<file path="src/rtl/cti_pkg.sv">
// ============================================================================
// cti_pkg
// Shared types and constants of the CLAHE tile interpolation block.
// ============================================================================
`default_nettype none

package cti_pkg;

  // Grid limits and field widths
  localparam int TD_MAX      = 8;                    // tile rows
  localparam int TA_MAX      = 8;                    // tile columns
  localparam int LEVELS      = 256;                  // map entries per tile
  localparam int TILE_SLOTS  = TD_MAX * TA_MAX;
  localparam int TILE_IDX_W  = $clog2(TILE_SLOTS);
  localparam int LVL_W       = $clog2(LEVELS);
  localparam int MAP_ADDR_W  = TILE_IDX_W + LVL_W;
  localparam int MAP_DEPTH   = TILE_SLOTS * LEVELS;
  localparam int PIX_W       = 8;
  localparam int COORD_W     = 12;
  localparam int DIM_W       = 10;                   // tile height / width
  localparam int CNT_W       = 4;                    // tile counts and tile coordinates
  localparam int NMUL        = 2 ** CNT_W;           // entries of the multiple tables
  localparam int MULT_W      = 13;                   // k * tile size, k < NMUL
  localparam int AMUL_W      = 2 * CNT_W - 1;        // k * tiles_across

  localparam int DIM_MIN     = 2;
  localparam int DIM_MAX     = 512;

  // Datapath widths
  localparam int WGT_W       = 2 * DIM_W;            // area weight
  localparam int TERM_W      = WGT_W + PIX_W;        // weight * map value
  localparam int SUM_W       = TERM_W + 2;           // four terms
  localparam int DEN_W       = 2 * DIM_W - 1;        // area, at most 512*512
  localparam int NUM_W       = SUM_W + 1;            // 2*sum + den
  localparam int DIV_D_W     = DEN_W + 1;            // 2*den
  localparam int Q_W         = PIX_W;                // quotient bits

  // Cycles from the accepting edge to the edge that takes the result
  localparam int LATENCY     = 4 + Q_W;

  // Configuration register indexes
  localparam int CFG_IDX_W   = 2;
  localparam int CFG_DATA_W  = DIM_W;

  typedef enum logic [CFG_IDX_W-1:0] {
    CFG_TILE_HEIGHT  = 2'd0,
    CFG_TILE_WIDTH   = 2'd1,
    CFG_TILES_DOWN   = 2'd2,
    CFG_TILES_ACROSS = 2'd3
  } cfg_idx_e;

endpackage

`default_nettype wire

</file>
<file path="src/rtl/cti_div.sv">
// ============================================================================
// cti_div
// Pipelined restoring divider, one quotient bit per stage, for a quotient
// known to fit in Q_W bits.
// ============================================================================
`default_nettype none

module cti_div (
  input  wire logic                        clk_i,
  input  wire logic                        rst_ni,
  input  wire logic                        valid_i,
  input  wire logic [cti_pkg::NUM_W-1:0]   num_i,
  input  wire logic [cti_pkg::DIV_D_W-1:0] den_i,
  output logic                             valid_o,
  output logic      [cti_pkg::Q_W-1:0]     quot_o
);

  localparam int QW = cti_pkg::Q_W;

  logic [cti_pkg::NUM_W-1:0]   rem_q [QW-1];
  logic [cti_pkg::DIV_D_W-1:0] den_q [QW-1];
  logic [QW-1:0]               quo_q [QW];
  logic [QW-1:0]               vld_q;

  for (genvar s = 0; s < QW; s++) begin : g_stage
    logic [cti_pkg::NUM_W-1:0]   rem_in;
    logic [cti_pkg::NUM_W-1:0]   dsh;
    logic [cti_pkg::DIV_D_W-1:0] den_in;
    logic [QW-1:0]               quo_in;
    logic                        v_in;
    logic                        ge;

    if (s == 0) begin : g_first
      assign rem_in = num_i;
      assign den_in = den_i;
      assign quo_in = '0;
      assign v_in   = valid_i;
    end else begin : g_next
      assign rem_in = rem_q[s-1];
      assign den_in = den_q[s-1];
      assign quo_in = quo_q[s-1];
      assign v_in   = vld_q[s-1];
    end

    // trial subtract of the divisor aligned to this quotient bit
    assign dsh = cti_pkg::NUM_W'(den_in) << (QW - 1 - s);
    assign ge  = rem_in >= dsh;

    always_ff @(posedge clk_i or negedge rst_ni) begin
      if (!rst_ni) begin
        vld_q[s] <= 1'b0;
      end else begin
        vld_q[s] <= v_in;
      end
    end

    always_ff @(posedge clk_i) begin
      quo_q[s] <= {quo_in[QW-2:0], ge};
    end

    if (s < QW - 1) begin : g_carry
      always_ff @(posedge clk_i) begin
        rem_q[s] <= ge ? rem_in - dsh : rem_in;
        den_q[s] <= den_in;
      end
    end
  end

  assign valid_o = vld_q[QW-1];
  assign quot_o  = quo_q[QW-1];

endmodule

`default_nettype wire

</file>
<file path="config.mk">
export PLATFORM = sky130hd
export DESIGN_NAME = cti_div
export DESIGN_NICKNAME = d
export VERILOG_FILES = /design/src/rtl/cti_pkg.sv /design/src/rtl/cti_div.sv
export SDC_FILE = /design/constraint.sdc
export NUM_CORES = 1
export LEC_CHECK = 0
export ABC_AREA = 1
export BUFFER_PORTS_ARGS = -buffer_cell sky130_fd_sc_hd__buf_4
export CAP_MARGIN = 0
export CELL_PAD_IN_SITES_DETAIL_PLACEMENT = 1
export CELL_PAD_IN_SITES_GLOBAL_PLACEMENT = 1
export CORE_MARGIN = 2
export CORE_UTILIZATION = 49
export DETAILED_ROUTE_END_ITERATION = 10
export PLACE_DENSITY_LB_ADDON = 0.1
export SKIP_CTS_REPAIR_TIMING = 1
export SYNTH_ARGS = -nofsm -noshare
export SYNTH_HDL_FRONTEND = slang
export SYNTH_SLANG_ARGS = --single-unit
</file>
<file path="constraint.sdc">
create_clock -name clk_i -period 6.2 [get_ports clk_i]
set_clock_uncertainty 0.05 [all_clocks]
set_input_delay 0.31 -clock clk_i [delete_from_list [all_inputs] [get_ports clk_i]]
set_output_delay 0.31 -clock clk_i [all_outputs]
set_load 0.005 [all_outputs]
</file>
==> results.md, run 1 <==
- R2r endpoint: rem_q[3][19]$_DFF_P_
- First-pass GRT wire length: 141,000 um
- Max cap viols: 0
- Slew Viols, Final: 0
- PD cells: 490 mW/mm^2
- CTS tree: done
- Crit Path Category: input pin to flip-flop
- Final cell count without fillers: 4,507
- Core region area: 0.0479 sq mm
- Total GRT Usage: 36.3%
- FF-to-FF path depth: 12
- Highest fanout seen on the critical path: 23
- Skew-Pair Late Insertion Delay: 0.62 ns
- Placed Cells incl. Taps: 4,371
- Final WL: 94,600 um
- Clk pin slew, worst setup/hold paths: 0.06 ns
- Seq cells post-synth: 401
- First drt pass iteration count: 6
- Final GP Congestion: 0.956
- Tightest Hold Check Type: input pin to async pin
- Top_reg_cell synth: dfxtp_1
- Post-synth EDFFs: 0
- Worst-Margin Slew: 0.990 ns
- Synth Area per Inst: 6.42 sq um
- Clk root buf: clkbuf_16
- Die Height: 225 um
- Async S/R FF share, synth: 2.00%
- I/O pin cnt: 63
- Iter 0 DRT Violations: 1,305
- RSZ-0062 raised after global routing: no
- Clock Sinks: 401
- Fin util: 56.1%
- Final ANT Viol Nets: 0
- Final hold slack: 0.0147 ns
- Cell Area, Synth: 0.0239 sq mm
- P&R area growth vs syn: 12.6%
- Initial Util: 49.8%
- Largest net degree at the start of global routing: 37
- Crit path DAT: 4.01 ns
- Post-synthesis sequential area ratio: 33.8%
- Post-DP Area: 0.0249 sq mm
- Routed vias/inst: 5.40
- Vias: 24,300
- Setup crit end kind: flip-flop
- Detailed Place HPWL: 71,700 um
- Yosys warning count: 0
- DRC violations left: 0
- Post-synth cell types: 47
- WP data required: 6.67 ns
- Final hold violations: 0
- Worst vdd ir: 333 uV
- Final net count: 4,077
- Input/output buffers: 62
- Reg2reg setup slack: 3.12 ns
- Gate Count Post-Synth: 3,723
- Synthesized net count: 3,944
- Leak pwr: 14.9 nW
- FP Rows: 80
- Post-layout min period: 3.54 ns
- Tcrit/Tclk final: 57.0%
- Slew HR: 33.8%
- Status: complete, no violations
- Fmax: 0.283 GHz
- Reg-to-Reg Start: den_q[2][19]$_DFF_P_
- Vias in the first global route: 25,500
- WL/cell: 21.0 um
- TritonCTS buffer count: 45
- Htree depth: 2
- Fin Setup TNS: 0 ns
- Share of cells above drive strength 1: 5.99%
- Startpoint types: input pin
- Clock buffer depth: 3
- # setup viols final: 0
- Die Wd: 225 um
- Initial antenna violation count: 3
- GR Overflow Total: 0
- DIE AREA: 0.0505 sq mm
- Fin area: 0.0269 sq mm
==> metal layers <==
metal,vias to the layer above,GRT usage (%),share of wire [%]
met5,-,0,0
met4,0,23.7,7.8
met3,345,5.06,4.5
met2,767,63.5,48
met1,11600,41.2,40
li1,11600,-,-
==> state kept, by name (all words and copies together) (netlist names) <==
| name | count |
|---|---|
| rem_q | 217 |
| den_q | 140 |
| quo_q | 36 |
| g_stage.v_in | 7 |
| valid_o | 1 |
==> synthesized netlist by cell type (6+ instances only) <==
library cell | n | area share [%]
nor2_1 | 269 | 4.2
buf_6 | 14 | 0.66
nand4_1 | 57 | 1.5
dfxtp_1 | 393 | 33
inv_1 | 720 | 11
a21oi_1 | 102 | 2.1
nor3_1 | 26 | 0.54
and2_1 | 9 | 0.24
a21oi_2 | 23 | 0.84
nand2_1 | 1436 | 23
nand3_1 | 237 | 5.0
nand3_2 | 7 | 0.29
nor2_2 | 14 | 0.37
fa_1 | 7 | 0.59
o21ai_0 | 32 | 0.67
nor4_1 | 7 | 0.18
ha_1 | 160 | 8.4
xor2_1 | 68 | 2.5
o21ai_2 | 11 | 0.40
inv_2 | 9 | 0.14
xnor2_1 | 17 | 0.62
nand3b_1 | 32 | 1.0
o21a_1 | 6 | 0.19
buf_4 | 11 | 0.35
or2_2 | 7 | 0.18
nand2_2 | 6 | 0.16
dfrtp_1 | 8 | 0.84
==> worst max-delay path by stage <==
stage / endpoint / depth (start not counted) / startpoint / slack [ns]
floorplan: rem_q[4][7]$_DFF_P_ / 13 / rem_q[3][3]$_DFF_P_ / 4.15
global placement: rem_q[0][18]$_DFF_P_ / 14 / num_i[7] / 2.99
detailed placement: rem_q[0][8]$_DFF_P_ / 14 / num_i[7] / 2.91
CTS: rem_q[4][5]$_DFF_P_ / 13 / rem_q[3][3]$_DFF_P_ / 3.22
global route: rem_q[0][22]$_DFF_P_ / 15 / num_i[7] / 2.40
finish: rem_q[0][22]$_DFF_P_ / 15 / num_i[7] / 2.66
==> power breakdown <==
| part | internal, mW | switching, mW |
|---|---|---|
| Sequential | 3.26 | 0.662 |
| Combinational | 2.10 | 4.40 |
| Clock | 1.49 | 1.25 |
==> placed cells by master, fill, tap and decap left out, types with 4 or more instances in the layout <==
cell type	instances
nor4_1	7
a21oi_1	102
nand4_1	57
and2_1	9
nor2_2	14
dfxtp_1	393
dfrtp_1	8
clkinv_2	6
nand3_1	237
inv_6	9
ha_1	160
o21ai_0	32
a21oi_2	23
clkinv_4	6
nand2_1	1436
nand2_2	6
dlygate4sd3_1	53
clkbuf_16	45
clkinvlp_4	6
nor3_1	26
nor2_1	269
buf_4	63
nand3b_1	32
inv_2	9
fa_1	7
and3_1	4
inv_1	720
nand3_2	7
or2_2	7
o21ai_2	11
xnor2_1	17
o21a_1	6
xor2_1	68
==> critical path, stage by stage <==
cell           delay [ns]
dlygate4sd3_1        0.53
buf_4                0.13
inv_1                0.08
ha_1                 0.17
inv_1                0.09
fa_1                 0.44
nand2_1              0.12
nand3_1              0.10
nand3_1              0.09
nand2_1              0.11
nand2_1              0.11
nand4_2              0.67
inv_2                0.76
nand2_1              0.18
nand2_1              0.12
==> metrics by stage <==
| step | setup slack [ns] | power [mW] |
|---|---|---|
| final | 2.66 | 13.2 |
| after global routing | 2.40 | 14.0 |
| after CTS | 3.22 | 13.0 |
| after detailed placement | 2.91 | 10.1 |
| after global placement | 2.99 | 9.87 |
| after floorplan | 4.15 | 8.05 |
==> cell families after synthesis <==
logic type,after synthesis,share of synthesized area (%)
xor gates and xnor gates,85,3.12
AOI/OAI and AO/OA,182,4.50
adders and majority gates,167,8.97
DFF,401,33.8
and+or+nand+nor,2126,37.0
buffers and inverters,762,12.6
==> layout make-up <==
| cell class | instances | area, sq um |
|---|---|---|
| timing repair buffer | 116 | 1000 |
| tap | 615 | 769 |
| multi-input combinational | 2560 | 12800 |
| fill | 6535 | 21100 |
| clock buffer | 49 | 1170 |
| inverter | 732 | 2750 |
| clock inverter | 31 | 313 |
| sequential | 401 | 8070 |
| antenna | 3 | 7.51 |
Power figures use the tool's default switching activity.
==> run 2: changes to the inputs <==
--- a/config.mk
+++ b/config.mk
@@ -5,7 +5,7 @@
 export SDC_FILE = /design/constraint.sdc
 export NUM_CORES = 1
 export LEC_CHECK = 0
-export ABC_AREA = 1
+export ABC_AREA = 0
 export BUFFER_PORTS_ARGS = -buffer_cell sky130_fd_sc_hd__buf_4
 export CAP_MARGIN = 0
 export CELL_PAD_IN_SITES_DETAIL_PLACEMENT = 1
==> constraint.sdc (replaced) <==
create_clock -name clk_i -period 3.4 [get_ports clk_i]
set_clock_uncertainty 0.05 [all_clocks]
set_input_delay 0.17 -clock clk_i [delete_from_list [all_inputs] [get_ports clk_i]]
set_output_delay 0.17 -clock clk_i [all_outputs]
set_load 0.005 [all_outputs]
==> run 2 against run 1 <==
Power rose by 56%. Critical path depth shrank 2. Global-route usage is 11 points lower. Cell count decreased by 38%. Sequential cell count stayed put. Worst setup slack got worse by 2.6 ns. Sequential power up 74%. Largest cell class unchanged. Die area down 20%. First-iteration DRC count down 56%. Via count decreased by 38%. Clock power grew 88%.
==> results.md, run 2 <==
- WL/cell: 18.3 um (was 21.0 um)
- CP startpoint: den_i[0] (was num_i[7])
- Core region area: 0.0386 sq mm (was 0.0479 sq mm)
- Htree depth: 2 (unchanged)
- Most frequent cells after synthesis: 393 x dfxtp_1, 206 x inv_1, 174 x a21oi_1 (was 1,436 x nand2_1, 720 x inv_1, 393 x dfxtp_1)
- Seq cells post-synth: 401 (unchanged)
- Clk root buf: clkbuf_16 (unchanged)
- Synthesized net count: 2,304 (was 3,944)
- First drt pass iteration count: 5 (was 6)
- Most frequent cells in the layout: 393 x dfxtp_1, 206 x inv_1, 174 x a21oi_1 (was 1,436 x nand2_1, 720 x inv_1, 393 x dfxtp_1)
- Startpoint types: input pin (unchanged)
- Clock Sinks: 401 (unchanged)
- CP peak stage delay: 0.53 ns (was 0.76 ns)
- Routed vias/inst: 5.43 (was 5.40)
- Diodes inserted: 0 (was 3)
- WP data required: 3.80 ns (was 6.67 ns)
- Final ANT Viol Nets: 0 (unchanged)
- Top-count cell post-synth: dfxtp_1 (was nand2_1)
- Max reg flops: 217 (unchanged)
- Largest Register: rem_q (unchanged)
- Gate Count Post-Synth: 2,083 (was 3,723)
- Reg2reg setup slack: 0.30 ns (was 3.12 ns)
- Synth area leader: dfxtp_1 (unchanged)
- Iter 0 DRT Violations: 571 (was 1,305)
- Worst-Margin Slew: 0.794 ns (was 0.990 ns)
- M2 GR Usage: 48.1% (was 63.5%)
- Share of cells above drive strength 1: 11.2% (was 5.99%)
- CTS tree: done (unchanged)
- Fin util: 58.5% (was 56.1%)
- Post-synth EDFFs: 0 (unchanged)
- Slew Viols, Final: 0 (unchanged)
- Final hold slack: 0.220 ns (was 0.0147 ns)
- Clk pin slew, worst setup/hold paths: 0.06 ns (about the same)
- Status: complete, no violations (unchanged)
- TritonCTS buffer count: 44 (was 45)
- Crit Path Category: input pin to flip-flop (unchanged)
- P&R area growth vs syn: 17.9% (was 12.6%)
- Max cap viols: 0 (unchanged)
- Placed Cells incl. Taps: 2,654 (was 4,371)
- Tightest Hold Check Type: input pin to flip-flop (was input pin to async pin)
- DRC violations left: 0 (unchanged)
- Clock buffer depth: 3 (unchanged)
- Skew-Pair Late Insertion Delay: 0.57 ns (was 0.62 ns)
- Vias: 15,200 (was 24,300)
- Slowest CP cell: dlygate4sd3_1 (was inv_2)
- Crit path cell chain: dlygate4sd3_1 > buf_4 > ha_1 > inv_1 > fa_1 > a211oi_1 > o21ai_0 > nand4bb_1 > o211ai_1 > a22oi_1 > and3_1 > buf_12 > mux2_2 (was dlygate4sd3_1 > buf_4 > inv_1 > ha_1 > inv_1 > fa_1 > nand2_1 > nand3_1 > nand3_1 > nand2_1 > nand2_1 > nand4_2 > inv_2 > nand2_1 > nand2_1)
- Total GRT Usage: 24.8% (was 36.3%)
- Top Usage Layer GRT: met2 (unchanged)
- Tcrit/Tclk final: 97.6%
- Final hold violations: 0 (unchanged)
- R2r endpoint: rem_q[2][14]$_DFF_P_ (was rem_q[3][19]$_DFF_P_)
- Slew HR: 46.6% (was 33.8%)
- Cell Area, Synth: 0.0191 sq mm (was 0.0239 sq mm)
- Reg-to-Reg Start: rem_q[1][5]$_DFF_P_ (was den_q[2][19]$_DFF_P_)
- GR Overflow Total: 0 (unchanged)
- Post-synth cell types: 95 (was 47)
- First-pass GRT wire length: 81,400 um (was 141,000 um)
- Setup WS pre-CTS: 0.134 ns (was 2.91 ns)
- Detailed Place HPWL: 38,900 um (was 71,700 um)
- Die Wd: 202 um (was 225 um)
- Final net count: 2,458 (was 4,077)
- Largest net degree at the start of global routing: 42 (was 37)
- Fin Setup TNS: 0 ns (unchanged)
- DIE AREA: 0.0406 sq mm (was 0.0505 sq mm)
- Leak pwr: 10.1 nW (was 14.9 nW)
- Final cell count without fillers: 2,789 (was 4,507)
- Input/output buffers: 62 (unchanged)
- Final setup margin: 0.0816 ns (was 2.66 ns)
- Vias in the first global route: 16,100 (was 25,500)
- Fmax: 0.301 GHz
- Setup crit end kind: flip-flop (unchanged)
- FP Rows: 72 (was 80)
- Synth Area per Inst: 9.18 sq um (was 6.42 sq um)
- FF-to-FF path depth: 11 (was 12)
- WHS Path Cells: 2
- Top flop regs: rem_q: 217 flops, den_q: 140 flops, quo_q: 36 flops (unchanged)
- Crit path DAT: 3.72 ns (was 4.01 ns)
- Yosys top cell area share: 41.1% (was 32.9%)
- # setup viols final: 0 (unchanged)
- Final WL: 51,000 um (was 94,600 um)
- Met3 Resource Use GR: 3.76% (was 5.06%)
- Top_reg_cell synth: dfxtp_1 (unchanged)
- Async S/R FF share, synth: 2.00% (unchanged)
- I/O pin cnt: 63 (unchanged)
- Met1 usage: 26.0% (was 41.2%)
- Post-layout min period: 3.32 ns
- Most common cell after layout, fill and taps aside: dfxtp_1 (was nand2_1)
- Initial antenna violation count: 0 (was 3)
- Worst vdd ir: 491 uV (was 333 uV)
- Die Height: 202 um (was 225 um)
- Synth top area cells: dfxtp_1 41%, ha_1 10%, a21oi_1 4.6% (was dfxtp_1 33%, nand2_1 23%, inv_1 11%)
- Post-synthesis sequential area ratio: 42.2% (was 33.8%)
- Initial Util: 49.6% (was 49.8%)
- Highest fanout seen on the critical path: 15 (was 23)
- PD cells: 911 mW/mm^2 (was 490 mW/mm^2)
- Setup crit end: rem_q[0][8]$_DFF_P_ (was rem_q[0][22]$_DFF_P_)
- Yosys warning count: 0 (unchanged)
- Final GP Congestion: 0.963 (was 0.956)
run 2: cell types whose count changed in the layout (fill, tap and decap cells not counted), sizes merged, moves of 24 or more:
cell / change
a21o: +51
a21oi: +51
buf: +37
inv: -531
mux2: +29
nand2: -1307
nand3: -197
nand3b: -25
nand4: -34
nor2: -143
nor2b: +24
o21a: +26
o21ai: +88
xnor2: +67
run 2: cell type report:
cell class | count | area [sq um]
Clock inverter | 20 | 292
Inverter | 207 | 777
Sequential cell | 401 | 8070
Tap cell | 518 | 648
Timing Repair Buffer | 155 | 1380
Clock buffer | 60 | 1320
Fill cell | 4450 | 16000
Multi-Input combinational cell | 1428 | 10100
run 2: cell families (layout without fill, tap and decap cells):
family,after synthesis,in the layout,synth area share (%)
AOI/OAI and AO/OA,538,538,18.2
xor gates and xnor gates,148,148,6.78
adders and majority gates,167,167,11.2
buffers and inverters,254,442,5.25
DFF,401,401,42.2
muxes,33,33,1.92
and+or+nand+nor,542,542,14.5
run 2: through the flow:
stage	area [sq um]	total power, mW
6_report	22500	20.5
3_5_place_dp	20400	15.3
3_3_place_gp	20400	15.0
5_1_grt	22500	22.0
4_1_cts	22000	20.6
2_1_floorplan	19100	13.0
run 2: worst min-delay path by stage:
stage                   start                        end  slack (ns)
finish               num_i[4]        rem_q[0][4]$_DFF_P_        0.22
global route        den_i[15]       den_q[0][15]$_DFF_P_        0.19
CTS                    rst_ni  g_stage[4].v_in$_DFF_PN0_       -0.67
detailed placement     rst_ni          valid_o$_DFF_PN0_       -0.05
global placement       rst_ni          valid_o$_DFF_PN0_       -0.06
floorplan              rst_ni  g_stage[1].v_in$_DFF_PN0_       -0.18
run 2: where the power goes:
part / total, mW / internal [mW] / switching [mW]
Clock: 5.14 / 3.26 / 1.88
Combinational: 8.55 / 3.80 / 4.74
Sequential: 6.85 / 5.97 / 0.879
Total: 20.5 / 13.0 / 7.51
run 2: worst max-delay path: cells and delay by family:
family	cells	cell delay, ns
buf+inv	4	0.88
compound gates	4	1.21
mux	1	0.33
simple gates	2	0.52
fa+ha+maj	2	0.61
run 2: routing by layer:
metal	vias to the layer above	part of all wire, %
met2	228	53
met3	118	2.5
met1	7249	39
met5	-	0
li1	7557	-
met4	0	5.0
